===== config.mk =====
export PLATFORM = sky130hd
export DESIGN_NAME = pmse_decode
export DESIGN_NICKNAME = d
export VERILOG_FILES = /design/src/hdl/assert_macros.svh /design/src/hdl/pmse_pkg.sv /design/src/hdl/pmse_decode.sv
export SDC_FILE = /design/constraint.sdc
export NUM_CORES = 1
export LEC_CHECK = 0
export ABC_AREA = 1
export BUFFER_PORTS_ARGS = -buffer_cell sky130_fd_sc_hd__buf_2
export CAP_MARGIN = 20
export CORE_ASPECT_RATIO = 0.7
export CORE_MARGIN = 3
export CORE_UTILIZATION = 41
export DETAILED_ROUTE_END_ITERATION = 6
export PLACE_DENSITY = 0.9
export SLEW_MARGIN = 15
export SYNTH_ARGS = -nofsm -noshare
export SYNTH_HDL_FRONTEND = slang
export SYNTH_SLANG_ARGS = --single-unit

===== constraint.sdc =====
create_clock -name vclk -period 3
set_clock_uncertainty 0.05 [all_clocks]
set_input_delay 0.15 -clock vclk [all_inputs]
set_output_delay 0.15 -clock vclk [all_outputs]
set_load 0.03 [all_outputs]

===== src/hdl/assert_macros.svh =====
// Assertion macros shared by the mailbox engine RTL.
// Included by files that carry concurrent assertions; no other dependencies.
`ifndef ASSERT_MACROS_SVH
`define ASSERT_MACROS_SVH

// Same-cycle implication, disabled while reset is asserted.
`define PMSE_ASSERT_IMPLY(label, clk, rst_n, ante, cons) \
  label: assert property (@(posedge clk) disable iff (!rst_n) (ante) |-> (cons)) \
    else $error("mailbox engine check failed");

// Next-cycle implication, disabled while reset is asserted.
`define PMSE_ASSERT_NEXT(label, clk, rst_n, ante, cons) \
  label: assert property (@(posedge clk) disable iff (!rst_n) (ante) |=> (cons)) \
    else $error("mailbox engine check failed");

`endif


===== src/hdl/pmse_pkg.sv =====
// Shared types and constants for the partition mailbox system-call engine.
// No dependencies; imported by every module of the block.
package pmse_pkg;

  // Width of the pc, the peer number and the message words on the ports.
  localparam int FIELD_W   = 32;
  localparam int OP_W      = 3;
  localparam int CALLER_W  = 3;
  localparam int MSG_WORDS = 4;

  // Defaults for the top-level parameters.
  localparam int PARTITIONS_DEF = 8;
  localparam int WORD_WIDTH_DEF = 32;

  // System-call numbers.
  localparam logic [OP_W-1:0] OP_YIELD  = 3'd0;
  localparam logic [OP_W-1:0] OP_SEND   = 3'd1;
  localparam logic [OP_W-1:0] OP_RECV   = 3'd2;
  localparam logic [OP_W-1:0] OP_WAIT_A = 3'd3;
  localparam logic [OP_W-1:0] OP_WAIT_B = 3'd4;

  // Step from the calling instruction to the resume pc.
  localparam logic [FIELD_W-1:0] PC_STEP = 32'd4;

  // Mailbox access request from the decoder to the slot store.
  typedef struct packed {
    logic send_try;
    logic recv_try;
  } pmse_req_t;

  // One message of four port-width words.
  typedef logic [MSG_WORDS-1:0][FIELD_W-1:0] pmse_msg_t;

endpackage


===== src/hdl/pmse_decode.sv =====
// Call decoder: classifies one system call, checks partition ranges,
// forms the mailbox slot index and the resume pc. Depends on pmse_pkg.
module pmse_decode import pmse_pkg::*; #(
  parameter int PARTITIONS = PARTITIONS_DEF,
  parameter int PART_W     = (PARTITIONS > 1) ? $clog2(PARTITIONS) : 1,
  parameter int SLOT_W     = 2 * PART_W
) (
  input  logic                valid,
  input  logic [OP_W-1:0]     op,
  input  logic [CALLER_W-1:0] caller,
  input  logic [FIELD_W-1:0]  peer,
  input  logic [FIELD_W-1:0]  return_pc,
  output pmse_req_t           req,
  output logic [SLOT_W-1:0]   slot_idx,
  output logic                status_valid,
  output logic                trap,
  output logic [FIELD_W-1:0]  next_pc
);

  logic              caller_ok;
  logic              peer_ok;
  logic [PART_W-1:0] caller_ix;
  logic [PART_W-1:0] peer_ix;

  // Range checks against the partition count.
  assign caller_ok = FIELD_W'(caller) < FIELD_W'(PARTITIONS);
  assign peer_ok   = peer < FIELD_W'(PARTITIONS);
  assign caller_ix = PART_W'(caller);
  assign peer_ix   = peer[PART_W-1:0];

  // Per-call decode. Slots are indexed by receiver, then sender.
  always_comb begin
    req          = '0;
    slot_idx     = '0;
    status_valid = 1'b0;
    trap         = 1'b0;
    next_pc      = return_pc + PC_STEP;
    case (op)
      OP_YIELD: begin
        trap = !peer_ok;
      end
      OP_SEND: begin
        status_valid = 1'b1;
        req.send_try = valid && caller_ok && peer_ok;
        slot_idx     = {peer_ix, caller_ix};
      end
      OP_RECV: begin
        status_valid = 1'b1;
        req.recv_try = valid && caller_ok && peer_ok;
        slot_idx     = {caller_ix, peer_ix};
      end
      OP_WAIT_A, OP_WAIT_B: begin
        trap = 1'b0;
      end
      default: begin
        // Unknown call number: trap and resume at the calling instruction.
        trap    = 1'b1;
        next_pc = return_pc;
      end
    endcase
  end

endmodule


==> flow_results.org, run 1 <==
** Placed design
- Cell area after placement :: 1710 um^2
- After legalization and detailed placement, the total HPWL measured 3410 um.
- RePlAce Congestion :: 0.923
- Port buffering added 109 buffers.

** STA
- In the final timing run, aggregate negative setup slack is 0 ns.
- At the pin with the least slew margin, the transition time is 0.487 ns.
- Endpoints failing setup :: 0
- Post-route clock period utilization :: 0.621
- Setup repair after global routing left no endpoint under its margin.
- Minimum clock period :: 1.86 ns
- Count of final max-slew check failures :: 0
- Derived from the worst setup path, the maximum achievable clock frequency is 537 MHz.
- Headroom to the max-slew limit came out at 0.674.
- Fin. Hold Viols :: 0

** Route
- Detailed routing placed a total of 1700 um of wire on met2.
- Detailed routing placed a total of 310 um of wire on met3.
- Routed signal wires occupy layers up through met4.
- For this block, the initial DRC count from the detailed router was between 50 and 60.
- For this run, the detailed router's first-pass iteration total came to 4.
- Detailed routing inserted a total of 1647 vias.
- Via-to-Cell Ratio :: 4.69
- For this run, design rule violations remaining after detail routing come to 0.
- In the final routed layout, each cell accounts on average for around 11 um.
- In the final routing, the length of wire on met1 measures between 1500 and 2000 um.
- The final layout contains routed wiring with a total length of 3800 um.
- Once detail routing completed, the nets flagged for antenna violations numbered 0.

** Floorplan
- Starting density of the core :: 0.447
- Pin placement for this block handled 113 I/O pins.
- In this run the vertical extent of the chip is roughly 50 um.
- After floorplanning, the core was sized to cover 2570 um^2.
- After floorplanning, the core was divided into 15 placement rows.
- The floorplan step defined a die boundary enclosing between 3000 and 4000 um^2.
- Horizontal extent of the die :: 69.3 um

** Yosys
- Synth cell types :: 27
- During synthesis, Yosys emitted a total of 0 warnings.
- Part of the Yosys area used for sequential elements :: 0
- Synthesis produced a netlist with a net count of 283.
- Avg Synthesized Cell Area :: approximately 5.4 um^2
- The synthesized netlist occupies a cell area of 1150 um^2.
- Synthesis handed over a netlist of 211 instances.

** Setup path
- STA classifies the critical path startpoint as an input port.
- STA puts the critical path data required time at ~2.8 ns.
- Biggest cell delay along the critical path :: 0.43 ns
- Together, buffers and inverters on the worst path number 2.
- Most used cell along the critical path :: buf_2
- STA classifies the critical path endpoint as an output pin.
- The slowest stage of the critical path is the o21ai_4 cell.
- Family with the most delay on the worst path :: simple AND/OR/NAND/NOR gates
- Along the worst path, the maximum fanout reaches 12.
- For the worst setup path, the data arrival time is 1.66 ns.
- Walking the worst path, the cells encountered are buf_2, o21ai_4, nand3_1, nor2_4, nand2_1, xor2_1, buf_2.
- The worst setup path is of the in -> out kind.

** Finish
- Diode count :: 0
- Number of sequential cells in the layout :: 0
- After the last flow step, the layout net total stands at 391.
- Of the cells placed in the final design, the portion with a size suffix greater than 1 is 0.410.
- Number of clock buffers in the layout :: 0
- Post-route cell area :: roughly 1700 um^2
- Relative to the synthesized area, the layout overhead comes to 48.9%.
- Final design utilization :: 0.666
- Registers take 0 um^2.

** Job
- Across the run, the number of max-cap violations was 0.

** Global routing
- Largest net degree at the start of global routing :: 13
- The via count of the first global-routing pass is 1468.
- The first global-routing pass estimated 6180 um of wire.
- Overall global routing resource usage :: 0.206
- Initial antenna violation count :: 0
- Congestion Overflow GR :: 0

** Power
- Internal power component :: 80.7 uW
- Proportion of total power due to net switching :: 0.647
- Pleak :: approximately 0.0010 uW
- Share of total power in the clock network :: 0
- Total net switching power :: 148 uW
- Largest vdd supply drop :: around 0.000077 V
- P per Cell Area :: 134 nW/um^2
- Of the total power, combinational logic draws 1.000.
- Of the total power, registers draw 0.

** Status
- The run finished with clean final reports.

** Clocking
- Post-CTS Hold Fix Bufs :: 0
- Resize count post-CTS :: 0
- Once the clock tree was built, the setup fixing pass inserted 0 buffers.

** Min path
- The worst hold path belongs to the class in -> out.
[cells by family after synthesis]
kind of cell	after synthesis	synth area share
buffers and inverters	31	0.114
AND/OR/NAND/NOR	150	0.657
adder cells (fa/ha/maj)	1	0.0109
XOR/XNOR	19	0.158
AO/OA/AOI/OAI	10	0.0599
[cells in the final DEF (no fill, tap or decap)]
cell type | Yosys | final
nor2_8 | 1 | 1
nor3_1 | 3 | 3
inv_1 | 28 | 28
xor2_1 | 10 | 10
nor2_1 | 39 | 39
nand2_2 | 2 | 2
o22ai_1 | 6 | 6
o21ai_0 | 2 | 2
ha_1 | 1 | 1
nand3_4 | 1 | 1
nand3_1 | 20 | 20
and3b_1 | 1 | 1
nor2_4 | 6 | 6
o21ai_4 | 1 | 1
nand2_8 | 1 | 1
nand3_2 | 1 | 1
and2_1 | 1 | 1
xnor2_2 | 2 | 2
buf_2 | 0 | 109
and2_2 | 1 | 1
xnor2_1 | 7 | 7
nand2_4 | 3 | 3
nand4_1 | 9 | 9
nor2_2 | 2 | 2
nand2_1 | 59 | 59
a21oi_1 | 1 | 1
[layout make-up]
cell class,count,area (um^2)
inverter,28,105
timing repair buffer,109,546
tap,34,42.5
multi-input combinational,180,1020
fill,245,860
[per-stage QoR]
step,hold WS (ns),total power [uW],setup slack (ns),std cells
after floorplan,0.380,137,1.38,211
after global placement,0.250,226,1.21,351
final,0.250,229,1.14,351
after detailed placement,0.250,228,1.15,351
after global routing,0.250,248,1.01,351
after CTS,0.250,228,1.15,351
[layer usage]
layer / up-vias / global-route usage
met1: 684 / 0.290
met4: 0 / 0.0162
met2: 75 / 0.347
li1: 884 / -
met3: 4 / 0.0300
met5: - / 0
[power groups by stage]
stage               Sequential, uW  Clock (uW)  Combinational, uW
finish                           0           0                229
global placement                 0           0                226
global route                     0           0                248
detailed placement               0           0                228
CTS                              0           0                228
floorplan                        0           0                137
[final timing paths]
| path | start | endpoint | slack [ns] | depth (start not counted) |
|---|---|---|---|---|
| max | op[1] | next_pc[17] | 1.14 | 7 |
| min | return_pc[0] | next_pc[0] | 0.25 | 0 |
[Yosys cell counts, drive strengths merged]
| cell type | number | area [um^2] |
|---|---|---|
| and2 | 2 | 13.8 |
| xnor2 | 9 | 93.8 |
| o21ai | 3 | 26.3 |
| inv | 28 | 105 |
| nand2 | 65 | 288 |
| buf | 3 | 26.3 |
| nor3 | 3 | 15.0 |
| xor2 | 10 | 87.6 |
| nor2 | 48 | 246 |
| and3b | 1 | 8.76 |
| ha | 1 | 12.5 |
| nand3 | 22 | 128 |
| a21oi | 1 | 5.00 |
| nand4 | 9 | 56.3 |
| o22ai | 6 | 37.5 |
No activity file was read; power rests on OpenSTA's default activity.
==> run 2: changes to the inputs <==
--- a/config.mk
+++ b/config.mk
@@ -10,9 +10,9 @@
 export CAP_MARGIN = 20
 export CORE_ASPECT_RATIO = 0.7
 export CORE_MARGIN = 3
-export CORE_UTILIZATION = 41
+export CORE_UTILIZATION = 35
 export DETAILED_ROUTE_END_ITERATION = 6
-export PLACE_DENSITY = 0.9
+export PLACE_DENSITY = 0.82
 export SLEW_MARGIN = 15
 export SYNTH_ARGS = -nofsm -noshare
 export SYNTH_HDL_FRONTEND = slang
==> constraint.sdc (replaced) <==
create_clock -name vclk -period 1.6
set_clock_uncertainty 0.05 [all_clocks]
set_input_delay 0.08 -clock vclk [all_inputs]
set_output_delay 0.08 -clock vclk [all_outputs]
set_load 0.03 [all_outputs]
==> run 2 against run 1 <==
  * Final area up 1.5%
  * Clock-buffer cell count unchanged
  * Worst hold slack worse by 0.14 ns
==> flow_results.org, run 2 (synthesis gave the netlist of run 1 again) <==
** Finish
- Number of sequential cells in the layout :: 0
- In the final layout, the share of cells above drive strength 1 is 0.416.
- The multi-input combinational cells in the finished layout cover a total of 1020 um^2.
- Final standard cell count with taps included and fillers excluded :: approximately 360
- After the last flow step, the layout net total stands at 394.
- Leaving out fill and tap cells, the most frequent cell in the layout is buf_2.
- Across the whole layout, storage elements account for 0 um^2.
- Top library cells by usage in the layout, fill and taps aside :: buf_2 (109), nand2_1 (59), nor2_1 (39)
- The number of antenna diodes in the final layout is 0.
- Relative area change from synthesis to final layout :: 51.0%
- Count of fill cells added during filler insertion :: approximately 280
- In the finished layout, the clock tree contains a buffer count of 0.

** STA
- For the pin with the worst max-slew slack, the measured transition is 0.295 ns.
- RSZ-0062 raised after global routing :: no
- Count of final max-slew check failures :: 0
- Worst hold margin :: 0.110 ns
- Remaining max-slew budget at the tightest pin :: 0.803
- Aggregate negative setup slack :: 0 ns
- Minimum clock period :: 1.45 ns
- Fin. Hold Viols :: 0
- Post-route clock period utilization :: 0.906
- Max Freq :: 690 MHz
- Setup violations remaining at the end of the flow were counted as 0.

** Global routing
- Initial antenna violation count :: 0
- For this run, the total global-route usage over all layers was measured as 0.175.
- Largest net degree at the start of global routing :: 10
- Summed over all layers, the global routing overflow is 0.
- The via count of the first global-routing pass was 1449.
- Wire length of the first global-routing pass :: ~5800 um

** Min path
- Startpoint of the most critical hold path :: return_pc[0]
- Class of the tightest hold or removal check :: in -> out

** Setup path
- Along the worst path, the maximum fanout reaches 7.
- The critical path starts at return_pc[2].
- The critical path in this run is classified as in -> out.
- Worst path arrival time :: between 1 and 1.5 ns
- Critical path endpoint category :: output pin
- The worst setup path is launched from an input port.
- STA puts the critical path data required time at 1.47 ns.

** Floorplan
- The die is 54.0 um tall.
- Starting density of the core :: 0.388
- DIE AREA :: about 4000 um^2
- The floorplan has 16 rows.
- Horizontal extent of the die :: 74.5 um
- The core region is 2960 um^2.
- For this design the top-level I/O count stands at 113.

** Placed design
- RePlAce Congestion :: between 0.8 and 0.9
- The HPWL after detailed placement is 3380 um.
- Counting tap cells, the placed design contains a total of between 300 and 400 instances.
- Input and output buffers added on the ports amount to 109.

** Route
- Routed wire per std cell :: a little over 10 um
- Via-to-Cell Ratio :: 4.71
- The first routing iteration left 73 violations.
- Once detail routing completed, the nets flagged for antenna violations numbered 0.
- Total Routed Length :: about 3700 um
- Count of TritonRoute iterations in the first routing pass :: 4
- Vias after detailed routing :: 1675
- Drt drc :: 0

** Clocking
- In this run the post-CTS setup repair buffer count came out at 0.
- Resize count post-CTS :: 0
- Buffers inserted to repair hold after CTS numbered 0.

** Power
- IR analysis of the VDD net gives a maximum drop of 0.000162 V.
- The completed layout was analyzed and its total power is 433 uW.
- P per Cell Area :: 249 nW/um^2
- The analysis attributes to cell leakage a power of 0.00102 uW.

** Status
- Result of the run :: completed

** Job
- Max-cap violations in this run came to 0.
## run 2: cell count changes in the layout (fill, tap and decap cells not counted)
cell   change
buf_4      +3
## run 2: cell type report
cell class                 count  area share
timing repair buffer         112       0.327
multi-input combinational    180       0.586
inverter                      28      0.0605
tap                           36      0.0259
## run 2: power breakdown
| part | switching (uW) | total (uW) | leakage, uW | internal [uW] |
|---|---|---|---|---|
| clock | 0 | 0 | 0 | 0 |
| combinational | 277 | 433 | 0.00102 | 157 |
| sequential | 0 | 0 | 0 | 0 |
## run 2: worst paths after layout
check	endpoint	slack, ns	cells after the start
worst max-delay path	next_pc[22]	0.15	9
worst min-delay path	next_pc[0]	0.11	0
## run 2: per-stage QoR
step	util	area [um^2]	setup slack, ns
after floorplan	-	1150	0.119
after global placement	0.586	1740	0.148
final	0.586	1740	0.150
after CTS	0.586	1740	0.0956
after detailed placement	0.586	1740	0.0960
after global routing	0.586	1740	0.0129
## run 2: layer usage
layer / wire, um / vias up / GRT usage
met5: 0 / - / 0
met4: 8 / 0 / 0.0118
met3: 434 / 2 / 0.0131
met2: 1740 / 87 / 0.316
met1: 1520 / 696 / 0.236
li1: - / 890 / -
## run 2: worst max-delay path: stages
cell and delay, ns:
buf_2 0.11, ha_1 0.16, nand2_1 0.10, nor2_4 0.18
nand2_4 0.08, nor2_4 0.19, nand2_2 0.07, xnor2_1 0.12
buf_2 0.21
==> run 3: changes to the inputs <==
--- a/config.mk
+++ b/config.mk
@@ -10,9 +10,9 @@
 export CAP_MARGIN = 20
 export CORE_ASPECT_RATIO = 0.7
 export CORE_MARGIN = 3
-export CORE_UTILIZATION = 35
+export CORE_UTILIZATION = 38
 export DETAILED_ROUTE_END_ITERATION = 6
-export PLACE_DENSITY = 0.82
+export PLACE_DENSITY = 0.84
 export SLEW_MARGIN = 15
 export SYNTH_ARGS = -nofsm -noshare
 export SYNTH_HDL_FRONTEND = slang
==> constraint.sdc (replaced) <==
create_clock -name vclk -period 1.62
set_clock_uncertainty 0.05 [all_clocks]
set_input_delay 0.081 -clock vclk [all_inputs]
set_output_delay 0.081 -clock vclk [all_outputs]
set_load 0.03 [all_outputs]
==> run 3 against run 2 <==
  * Via count shrank 0.90%
  * Final cell count is the same
  * Global-route usage grew 0.80 points
  * Utilization grew 2.5 points
  * Clock-buffer cell count is the same
  * Die area shrank 7.1%
  * Power shrank 0.96%
  * First-iteration DRC count shrank 21%
  * Sequential share of layout area is the same
  * Non-clock buffer count is the same
  * Flip-flop and latch count is the same
==> flow_results.org, run 3 (synthesis gave the netlist of run 1 again) <==
** Floorplan
- The floorplan step defined a core boundary enclosing ~2800 um^2.
- DIE AREA :: 3730 um^2
- For this design the top-level I/O count stands at approximately 110.
- Horizontal extent of the die :: between 70 and 80 um
- Number of cell rows :: 16
- Die height :: 52.0 um
- Starting density of the core :: 0.404

** Route
- Number of antenna-violating nets in the routed design :: 0
- Wire segments on met2 add up to 1700 um in the final route.
- In the routed layout, each cell is associated on average with a via count of 4.66.
- Wires add up to approximately 3600 um.
- Met3 WL :: about 320 um
- Starting DRT DRC Count :: 58
- The highest metal layer carrying signal wires in the routed design is met3.
- Routed wire per std cell :: 10.2 um
- The detailed router put a total of approximately 1600 um of wire on met1.
- The detailed router placed 1660 vias in this run.
- After detailed routing, the number of remaining DRC violations is 0.
- The first TritonRoute pass finished after 4 iterations.

** Finish
- Of the cells placed in the final design, the portion with a size suffix greater than 1 is 0.416.
- The layout has 0 clock buffers.
- Diode count :: 0
- The area growth from synthesis to layout is 51.0%.
- Storage element area :: 0 um^2
- The design has 0 sequential cells.
- For this run, the post-layout net count is 394.
- Leaving out fill and tap cells, the most frequent cell in the layout is buf_2.
- Leaving out filler cells and counting taps, the final layout contains around 360.
- Leaving out fill and tap cells, the most frequent cells in the layout are buf_2 (109), nand2_1 (59), nor2_1 (39).

** Power
- P per Cell Area :: between 200 and 250 nW/um^2
- Power consumption :: 429 uW
- Largest vdd supply drop :: approximately 0.00016 V
- The analysis attributes to cell leakage a power of 0.00102 uW.

** Setup path
- Counting both buffers and inverters, the worst setup path holds a total of 2.
- STA classifies the critical path startpoint as an input port.
- The signal on the critical path passes through buf_2, ha_1, nand2_1, nor2_4, nand2_4, nor2_4, nand2_2, xnor2_1, buf_2.
- Worst endpoint required time :: 1.49 ns
- The slowest stage of the critical path belongs to the cell nor2_4.
- At the worst endpoint, the arrival time is 1.39 ns.
- Of all nets on the critical path, the largest fanout is 7.
- Critical path endpoint category :: output pin
- In this design, the largest share of critical-path delay is due to simple AND/OR/NAND/NOR gates.
- Path type of the worst setup path :: in -> out
- On the worst path, the slowest cell contributes a delay of roughly 0.22 ns.

** Global routing
- For this run, the total global-route usage over all layers was measured as 0.183.
- Vias in the first global route :: 1382
- Wire length of the first global-routing pass :: around 5800 um
- Largest net degree at the start of global routing :: 10
- The number of antenna violations at the first check in global routing was 0.
- Congestion Overflow GR :: 0

** STA
- RSZ-0062 raised after global routing :: no
- Setup total negative slack on the finished layout was measured at 0 ns.
- Remaining max-slew budget at the tightest pin :: 0.803
- Post-route clock period utilization :: 0.936
- Fin. Hold Viols :: 0
- The clock period could shrink to 1.52 ns.
- At the pin with the least slew margin, the transition time is roughly 0.29 ns.
- Max Freq :: approximately 660 MHz
- Count of final max-slew check failures :: 0
- Setup violations remaining at the end of the flow were counted as 0.

** Min path
- The tightest min-delay check is of the in -> out type.

** Status
- The run finished with clean final reports.

** Placed design
- RePlAce Congestion :: 0.911
- After legalization and detailed placement, the total HPWL measured approximately 3300 um.
- Total placed cells including tap cells :: 356
- IO buf count :: 109

** Clocking
- Once the clock tree was built, the setup fixing pass inserted 0 buffers.
- Hold repair after CTS inserted 0 buffers.
- Resize count post-CTS :: 0

** Job
- Across the run, the number of max-cap violations was 0.
## run 3: cell counts in the layout (fill, tap and decap cells not counted)
Identical to the previous run, type by type.
## run 3: path summary, 6_finish.rpt
path / from / endpoint / slack (ns) / depth (start not counted)
setup / recovery: return_pc[2] / next_pc[18] / 0.10 / 9
hold / removal: return_pc[0] / next_pc[0] / 0.11 / 0
## run 3: final cells by class
type	instances	area, um^2
Fill cell	285	1110
Inverter	28	105
Timing Repair Buffer	112	568
Tap cell	36	45.0
Multi-Input combinational cell	180	1020
## run 3: stage by stage
stage | worst slack [ns] | area [um^2] | hold slack, ns | utilization
global route | 0.00541 | 1740 | 0.112 | 0.611
global placement | 0.169 | 1740 | 0.112 | 0.611
floorplan | 0.137 | 1150 | 0.242 | -
detailed placement | 0.103 | 1740 | 0.112 | 0.611
finish | 0.103 | 1740 | 0.112 | 0.611
CTS | 0.101 | 1740 | 0.112 | 0.611
## run 3: power breakdown
group / internal [uW] / switching, uW
clock: 0 / 0
sequential: 0 / 0
combinational: 155 / 274
## run 3: per-layer routing
metal / vias up / track usage
li1: 896 / -
met1: 689 / 0.255
met5: - / 0
met4: 0 / 0
met3: 0 / 0.0174
met2: 75 / 0.322
